==> src/rtl/hla_pkg.sv <==
// Package for the Hough line accumulator: sizes, field widths, codes, the
// controller state type, the command/status structs and the Q2.16 cos/sin table.
// Depends on nothing; every other file of the block imports it.
`default_nettype none

package hla_pkg;

  // Accumulator geometry.
  localparam int NTHETA   = 180;
  localparam int RHO_HALF = 364;
  localparam int MAX_DIM  = 256;
  localparam int NRHO     = 2 * RHO_HALF + 1;
  localparam int NCELL    = NTHETA * NRHO;

  // Field widths of the channels and the configuration port.
  localparam int KIND_W    = 2;
  localparam int COORD_W   = 9;
  localparam int PIX_W     = 8;
  localparam int ANGF_W    = 8;
  localparam int RHOF_W    = 10;
  localparam int COUNT_W   = 16;
  localparam int CFG_W     = 9;
  localparam int CFG_IDX_W = 1;
  localparam int IN_DATA_W  = 48;
  localparam int OUT_DATA_W = 16;

  // Internal widths.
  localparam int ANG_W  = $clog2(NTHETA);
  localparam int ROW_W  = $clog2(NRHO);
  localparam int ADDR_W = $clog2(NCELL);
  localparam int TRIG_W = 18;
  localparam int Q_FRAC = 16;
  localparam int PROD_W = COORD_W + 1 + TRIG_W;
  localparam int SUM_W  = PROD_W + 1;
  localparam int MAG_W  = SUM_W + 1 - Q_FRAC;

  // Request kinds.
  localparam logic [KIND_W-1:0] KIND_VOTE  = 2'd0;
  localparam logic [KIND_W-1:0] KIND_READ  = 2'd1;
  localparam logic [KIND_W-1:0] KIND_CLEAR = 2'd2;

  // Configuration register indexes.
  localparam logic [CFG_IDX_W-1:0] CFG_IMAGE_WIDTH  = 1'd0;
  localparam logic [CFG_IDX_W-1:0] CFG_IMAGE_HEIGHT = 1'd1;
  localparam logic [CFG_W-1:0]     CFG_DIM_RESET    = 9'd256;

  typedef enum logic [2:0] {
    S_INIT_CLR,
    S_IDLE,
    S_DECODE,
    S_VOTE,
    S_DRAIN,
    S_CLR,
    S_RD_MEM,
    S_DONE
  } ctl_state_t;

  typedef enum logic [1:0] {
    RES_OK,
    RES_ERR,
    RES_COUNT
  } res_sel_t;

  // Controller to datapath.
  typedef struct packed {
    logic     capture;
    logic     ang_step;
    logic     clr_step;
    logic     rd_issue;
    logic     out_load;
    res_sel_t res_sel;
  } hla_cmd_t;

  // Datapath to controller.
  typedef struct packed {
    logic [KIND_W-1:0] kind;
    logic              in_range;
    logic              pix_nz;
    logic              rd_ok;
    logic              ang_last;
    logic              clr_last;
    logic              pipe_busy;
  } hla_sts_t;

  typedef logic [2*TRIG_W-1:0] trig_rom_t [NTHETA];

  localparam longint unsigned PI_Q30  = 64'd3373259426;
  localparam longint unsigned ONE_Q30 = 64'd1073741824;
  localparam int              TAYLOR_TERMS = 12;
  localparam longint unsigned ANG_DIV = 2 * NTHETA;

  // Factorial steps of the series terms: (2k-1)(2k) for cos, (2k)(2k+1) for sin.
  localparam longint unsigned COS_DIV [TAYLOR_TERMS] = '{
    64'd2, 64'd12, 64'd30, 64'd56, 64'd90, 64'd132,
    64'd182, 64'd240, 64'd306, 64'd380, 64'd462, 64'd552
  };
  localparam longint unsigned SIN_DIV [TAYLOR_TERMS] = '{
    64'd6, 64'd20, 64'd42, 64'd72, 64'd110, 64'd156,
    64'd210, 64'd272, 64'd342, 64'd420, 64'd506, 64'd600
  };

  // Each entry is {sin, cos}, both signed Q2.16. The angle is folded into
  // the first quadrant, a truncating Taylor series is summed in Q30 and the
  // sums are rounded to Q16; cos is negated above a right angle.
  function automatic trig_rom_t build_trig_rom();
    trig_rom_t         rom;
    longint unsigned   tf;
    longint unsigned   ang;
    longint unsigned   x2;
    longint unsigned   tc;
    longint unsigned   ts;
    longint            sc;
    longint            ss;
    longint unsigned   cq;
    longint unsigned   sq;
    logic              upper;
    logic [TRIG_W-1:0] cv;
    logic [TRIG_W-1:0] sv;
    for (int t = 0; t < NTHETA; t++) begin
      upper = (2 * t > NTHETA);
      tf    = upper ? longint'(NTHETA - t) : longint'(t);
      ang   = (2 * PI_Q30 * tf + NTHETA) / ANG_DIV;
      x2    = (ang * ang) >> 30;
      tc    = ONE_Q30;
      ts    = ang;
      sc    = longint'(ONE_Q30);
      ss    = longint'(ang);
      for (int k = 1; k <= TAYLOR_TERMS; k++) begin
        tc = ((tc * x2) >> 30) / COS_DIV[k - 1];
        ts = ((ts * x2) >> 30) / SIN_DIV[k - 1];
        if (k % 2 == 1) begin
          sc = sc - longint'(tc);
          ss = ss - longint'(ts);
        end else begin
          sc = sc + longint'(tc);
          ss = ss + longint'(ts);
        end
      end
      if (sc < 0) sc = 0;
      if (ss < 0) ss = 0;
      cq = (longint'(sc) + 8192) >> 14;
      sq = (longint'(ss) + 8192) >> 14;
      cv = upper ? -cq[TRIG_W-1:0] : cq[TRIG_W-1:0];
      sv = sq[TRIG_W-1:0];
      rom[t] = {sv, cv};
    end
    return rom;
  endfunction

  localparam trig_rom_t TRIG_ROM = build_trig_rom();

endpackage

`default_nettype wire

==> src/rtl/hla_ctrl.sv <==
// Controller of the Hough line accumulator: request sequencing, clearing
// passes and the output valid flag. Depends on hla_pkg.
`default_nettype none

module hla_ctrl (
  input  wire logic              clk,
  input  wire logic              rst_n,
  input  wire logic              in_tvalid,
  output logic                   in_tready,
  output logic                   out_tvalid,
  input  wire logic              out_tready,
  input  wire hla_pkg::hla_sts_t sts,
  output hla_pkg::hla_cmd_t      cmd
);
  import hla_pkg::*;

  ctl_state_t state_r, state_nxt;
  res_sel_t   sel_r, sel_nxt;
  logic       out_valid_r, out_valid_nxt;
  logic       out_free;

  assign out_free = !out_valid_r || out_tready;

  always_comb begin
    state_nxt = state_r;
    sel_nxt   = sel_r;
    unique case (state_r)
      S_INIT_CLR: if (sts.clr_last) state_nxt = S_IDLE;
      S_IDLE:     if (in_tvalid) state_nxt = S_DECODE;
      S_DECODE: begin
        unique case (sts.kind)
          KIND_VOTE: begin
            if (!sts.in_range) begin
              sel_nxt   = RES_ERR;
              state_nxt = S_DONE;
            end else if (!sts.pix_nz) begin
              sel_nxt   = RES_OK;
              state_nxt = S_DONE;
            end else begin
              sel_nxt   = RES_OK;
              state_nxt = S_VOTE;
            end
          end
          KIND_READ: begin
            if (sts.rd_ok) begin
              sel_nxt   = RES_COUNT;
              state_nxt = S_RD_MEM;
            end else begin
              sel_nxt   = RES_ERR;
              state_nxt = S_DONE;
            end
          end
          KIND_CLEAR: begin
            sel_nxt   = RES_OK;
            state_nxt = S_CLR;
          end
          default: begin
            sel_nxt   = RES_OK;
            state_nxt = S_DONE;
          end
        endcase
      end
      S_VOTE:   if (sts.ang_last) state_nxt = S_DRAIN;
      S_DRAIN:  if (!sts.pipe_busy) state_nxt = S_DONE;
      S_CLR:    if (sts.clr_last) state_nxt = S_DONE;
      S_RD_MEM: state_nxt = S_DONE;
      S_DONE:   if (out_free) state_nxt = S_IDLE;
      default:  state_nxt = S_INIT_CLR;
    endcase
  end

  always_comb begin
    cmd          = '0;
    cmd.res_sel  = sel_r;
    cmd.capture  = (state_r == S_IDLE) && in_tvalid;
    cmd.ang_step = (state_r == S_VOTE);
    cmd.clr_step = (state_r == S_INIT_CLR) || (state_r == S_CLR);
    cmd.rd_issue = (state_r == S_RD_MEM);
    cmd.out_load = (state_r == S_DONE) && out_free;
    in_tready    = (state_r == S_IDLE);
    out_tvalid   = out_valid_r;
  end

  always_comb begin
    if (cmd.out_load) begin
      out_valid_nxt = 1'b1;
    end else if (out_tready) begin
      out_valid_nxt = 1'b0;
    end else begin
      out_valid_nxt = out_valid_r;
    end
  end

  always_ff @(posedge clk) begin
    if (!rst_n) begin
      state_r     <= S_INIT_CLR;
      sel_r       <= RES_OK;
      out_valid_r <= 1'b0;
    end else begin
      state_r     <= state_nxt;
      sel_r       <= sel_nxt;
      out_valid_r <= out_valid_nxt;
    end
  end

endmodule

`default_nettype wire

==> config.mk <==
export PLATFORM = sky130hd
export DESIGN_NAME = hla_ctrl
export DESIGN_NICKNAME = d
export VERILOG_FILES = /design/src/rtl/hla_pkg.sv /design/src/rtl/hla_ctrl.sv
export SDC_FILE = /design/constraint.sdc
export NUM_CORES = 1
export LEC_CHECK = 0
export BUFFER_PORTS_ARGS = -buffer_cell sky130_fd_sc_hd__clkbuf_2
export CAP_MARGIN = 20
export CELL_PAD_IN_SITES_DETAIL_PLACEMENT = 0
export CELL_PAD_IN_SITES_GLOBAL_PLACEMENT = 1
export CORE_MARGIN = 2
export CORE_UTILIZATION = 34
export DETAILED_ROUTE_END_ITERATION = 10
export PLACE_DENSITY_LB_ADDON = 0.1
export SYNTH_ARGS = -nofsm -noshare
export SYNTH_HDL_FRONTEND = slang
export SYNTH_SLANG_ARGS = --single-unit
==> constraint.sdc <==
create_clock -name clk -period 4 [get_ports clk]
set_input_delay 0.2 -clock clk [delete_from_list [all_inputs] [get_ports clk]]
set_output_delay 0.2 -clock clk [all_outputs]
set_load 0.005 [all_outputs]
After elaboration in Yosys (flattened, before gate mapping) --
Index checks and enable logic that the tools add are counted.
Storage, ports and cells: flip-flop bits (word level) 6, input bits 12, output and inout bits 9, word-level logic and storage cells 43
Operators by class: equality and inequality tests 15, multiplexer cells 16, reductions and logical operators 9
Operators with widths (number):
- 3-bit 2-to-1 mux | 8
- 3-bit one-hot mux with 8 select lines | 1
- 3-bit == test (second input constant) | 4
- 2-bit inequality test (second input constant) | 6
- 3-bit one-hot mux with 3 select lines | 1
- 3-bit by 2-bit == test with 1-bit output (second input constant) | 2
- 6-bit AND reduction | 1
- 1-bit 2-to-1 mux | 4
- 2-bit one-hot mux with 2 select lines | 1
- 3-bit by 1-bit == test with 1-bit output (second input constant) | 1
- 3-bit zero test | 1
- 2-bit by 1-bit == test with 1-bit output (second input constant) | 1
- 2-bit == test (second input constant) | 1
- 1-bit logical AND | 2
- 2-bit zero test | 1
- 1-bit logical OR | 2
- 2-bit 2-to-1 mux | 1
- 2-bit nonzero test | 1
- 1-bit zero test | 1

Logic depth before layout (Yosys ltp) --
depth after elaboration 4, depth in mapped cells 6, mapped depth without buffers 6

Least setup slack after synthesis --
Ideal clock, no wire load.
path kind register to register, start register state_r[2], end register state_r[0], library setup time 72 ps, arrival 1190 ps, required time 3928 ps, path slack 2738 ps, cell stages (with the launch flop) 5, path buffers 1, clock period less this slack 1262 ps, path through dfxtp_1 > clkbuf_2 > or4b_4 > o2111ai_2 > mux2i_1
Between the ends: cells in the longest elaborated chain, start to end 3, elaborated cells between the ends (all ways) 16, classes of those cells eq/ne (13); mux (1); reduce/logical (2)
Ends and longest elaborated chain:
- from (decl) | line hla_ctrl.sv:17 | ctl_state_t state_r, state_nxt;
- from (signal assigned) | line hla_ctrl.sv:100 | state_r <= state_nxt;
- 3-bit == test (tied with other cells) | line hla_ctrl.sv:27 | unique case (state_r)
- 2-bit inequality test (no source line)
- 6-bit AND reduction (no source line)
Several ways; a longest one is shown, not always the timed one. A chain may end at the register's enable or synchronous reset.

==> results.md <==
* Cts repair resizes at 0
* Clock sink count at 6
* Final instance area at 626.9 sq um
* Lkg Pwr at 0.3106 nW
* Syn avg cell area at 7.911 sq um
* Antenna viol nets, final at 0
* Top-area cell type share of the netlist area at 23.36%
* Tcrit/Tclk final at 39.68%
* Final max-slew violation count at 0
* Post-Syn Area at 514.2 sq um
* Total track usage at 13.04%
* Tightest Pin Transition at 0.4807 ns
* Via count at 506
* EDFF count, synth at 0
* R2R Path End: state_r[0]
* IO Port Bufs at 20
* Synth area leaders: dfxtp_1 23%, ha_1 9.7%, nand2b_1 6.1%
* Max_cap viols at 0
* Io pins at 21
* Total grt overflow at 0
* Placed Area at 604.3 sq um
* Hold violation count in the final report at 0
* CP top delay family: flip-flops
* Initial antenna violation count at 0
* Post-route minimum period at 1.587 ns
* Post CTS Setup Buffer Count at 0
* Crit-path slowest cell: dfxtp_1
* Worst Hold Depth at 3
* Setup_tns at 0 ns
* CTS tree: built
* Simple-gate portion of the synthesized area at 34.79%
* Synth Instances at 65
* 1st-iter DRT viols at 1
* Non-Filler Instances at 99
* Final setup violation count at 0
* Gpl congestion at 0.6895
* Mux cell area share after synthesis at 1.946%
* Yosys cell types at 34
* Power Total at 0.2606 mW
* Reg clk slew, reported paths at 0.05 ns
* Vias in the first global route at 456
* CTS Buffer Depth at 2
* Hold_sp: sts[3]
* Cell Pwr Density at 415.8 mW/mm^2
* HPWL Detailed at 835.8 um
* RSZ-0062 raised after global routing: no
* Register area share after synthesis at 23.36%
* Worst VDD drop at 0.0001280 V
* Crit path buf inv count at 1
* Core Region at 0.001454 sq mm
* Average vias per placed instance at 5.111
* Setup Skew at 0.0004733 ns
* Synth Area in XOR/XNOR at 1.703%
* Largest net degree at the start of global routing at 18
* Hold EP: sel_r[1]
* Setup ws final at 2.413 ns
* Total Wirelength at 1135 um
* Clk Latency, worst-skew pair at 0.25 ns
* CTS root buf: clkbuf_4
* Post-route core utilization at 43.12%
* Critical path class: register to primary output
* Htree depth at 1
* Crit path launch type: register
* Routed len/inst at 11.46 um
* Drt pass-1 iters at 4
* Post-CTS Hold Buffers at 0
* Row cnt at 14
* Adder-cell share of the synthesized area at 9.732%
* Compound-Gate Fraction of Synth Area at 20.44%
* Starting Density at 35.37%
* Die Wd at 42.89 um
* Crit path DAT at 1.39 ns
* Worst EP required at 3.80 ns
* Mapped Nets at 81
* R2R Path Start: state_r[0]
* Main combinational cell family by area after synthesis: simple AND/OR/NAND/NOR gates
* Worst setup slack before clock tree synthesis at 2.439 ns
* Min-delay worst type: primary input to register
* DRC at 0
* Antenna diodes at 0
* Synth async-reset ratio at 0%
* NumNets Final at 101
* Worst hold slack at 0.2304 ns
* Die height at 42.89 um
* Layout area overhead at 21.90%
* Die Area at 0.001840 sq mm
* Reg2reg path depth at 4
* Inst Count DP at 96
* Synth area leader: dfxtp_1
* CP Cell Sequence: nand2b_1 -> nor2_1 -> and2_1 -> clkbuf_2
* Total CTS buffers at 3
* Register bit total from synthesis at 6
* Reg-to-reg slack, setup at 2.43 ns
* Fraction of layout cells with a size suffix above 1 at 31.33%
* Max incr delay on CP at 0.61 ns
* Max Fanout on Critical Path at 17
* Max Fclk at 0.6300 GHz
* First-pass GRT wire length at 1821 um
* Fillcell total at 175
* Status: complete, no violations
* Synth Flop Type: dfxtp_1
* Crit end category: primary output
* Synth warnings at 0
* Slew headroom at 67.91%
-- cell families after synthesis --
logic type | count (synthesis)
XOR/XNOR | 1
flip-flops | 6
AND/OR/NAND/NOR | 31
multiplexers | 1
buffers and inverters | 8
AO/OA/AOI/OAI | 14
adder cells (fa/ha/maj) | 4
-- cells in the final DEF, fill, tap and decap left out --
cell | Yosys | layout
nor3b_1 | 1 | 1
nand4_1 | 1 | 1
nand3_1 | 4 | 4
a31oi_1 | 1 | 1
o21ai_0 | 2 | 2
ha_1 | 4 | 4
nand3b_1 | 1 | 1
mux2i_1 | 1 | 1
o41ai_1 | 1 | 1
or3_1 | 1 | 1
inv_2 | 1 | 1
nand2b_1 | 5 | 5
nor2b_1 | 3 | 3
inv_1 | 2 | 2
a21oi_1 | 1 | 1
a21o_1 | 1 | 1
o211ai_1 | 1 | 1
o2111ai_2 | 1 | 1
xor2_1 | 1 | 1
nand4b_1 | 1 | 1
or4b_4 | 1 | 1
dfxtp_1 | 6 | 6
clkbuf_2 | 1 | 20
o21ai_1 | 1 | 1
o211a_1 | 1 | 1
and3_1 | 1 | 1
a21boi_0 | 3 | 3
o31ai_1 | 1 | 1
nor3_1 | 2 | 2
and2_1 | 2 | 2
nor2_1 | 6 | 6
nand2_1 | 2 | 2
clkbuf_4 | 0 | 3
-- sequential cells by signal, summed over array words and instances, names as in the netlist --
register / cells
out_tvalid: 1
state_r: 3
sel_r: 2
-- tightest hold or removal path, stage by stage --
cell      delay [ns]
clkbuf_2        0.09
nand3_1         0.07
a21boi_0        0.07
-- power by group --
part	internal (mW)	leakage (nW)	switching (mW)
sequential	0.0711	0.0488	0.0294
combinational	0.0548	0.248	0.0484
clock	0.0340	0.0138	0.0230
total	0.160	0.311	0.101
-- worst max-delay path by stage --
stage / startpoint / endpoint / slack (ns) / cells after the start
floorplan: state_r[2] / state_r[0] / 2.74 / 4
global placement: state_r[0] / state_r[0] / 2.47 / 4
detailed placement: state_r[0] / state_r[0] / 2.44 / 4
CTS: state_r[2] / cmd[6] / 2.39 / 4
global route: state_r[0] / state_r[0] / 2.32 / 4
finish: state_r[2] / cmd[6] / 2.41 / 4
-- final cells by class --
class                      instances  area [sq um]  share of cell area (%)
multi-input combinational         51         352.8                   56.29
sequential                         6         120.1                   19.16
timing repair buffer              20         100.1                   15.97
clock buffer                       3         22.52                   3.593
inverter                           3         11.26                   1.796
tap                               16         20.02                   3.194
-- cell usage after synthesis (2+ instances only) --
master    number
nor2b_1        3
ha_1           4
nand3_1        4
a21boi_0       3
dfxtp_1        6
and2_1         2
buf_2          2
nor3_1         2
nor2_1         6
nand2_1        2
o21ai_0        2
inv_1          2
buf_4          2
nand2b_1       5
-- metal layers --
metal	GRT usage, %	wire, um
met4	7.500	10
met1	14.69	500
met2	23.03	566
met3	1.702	58
met5	0	0
(Power assumes the default switching activity.)
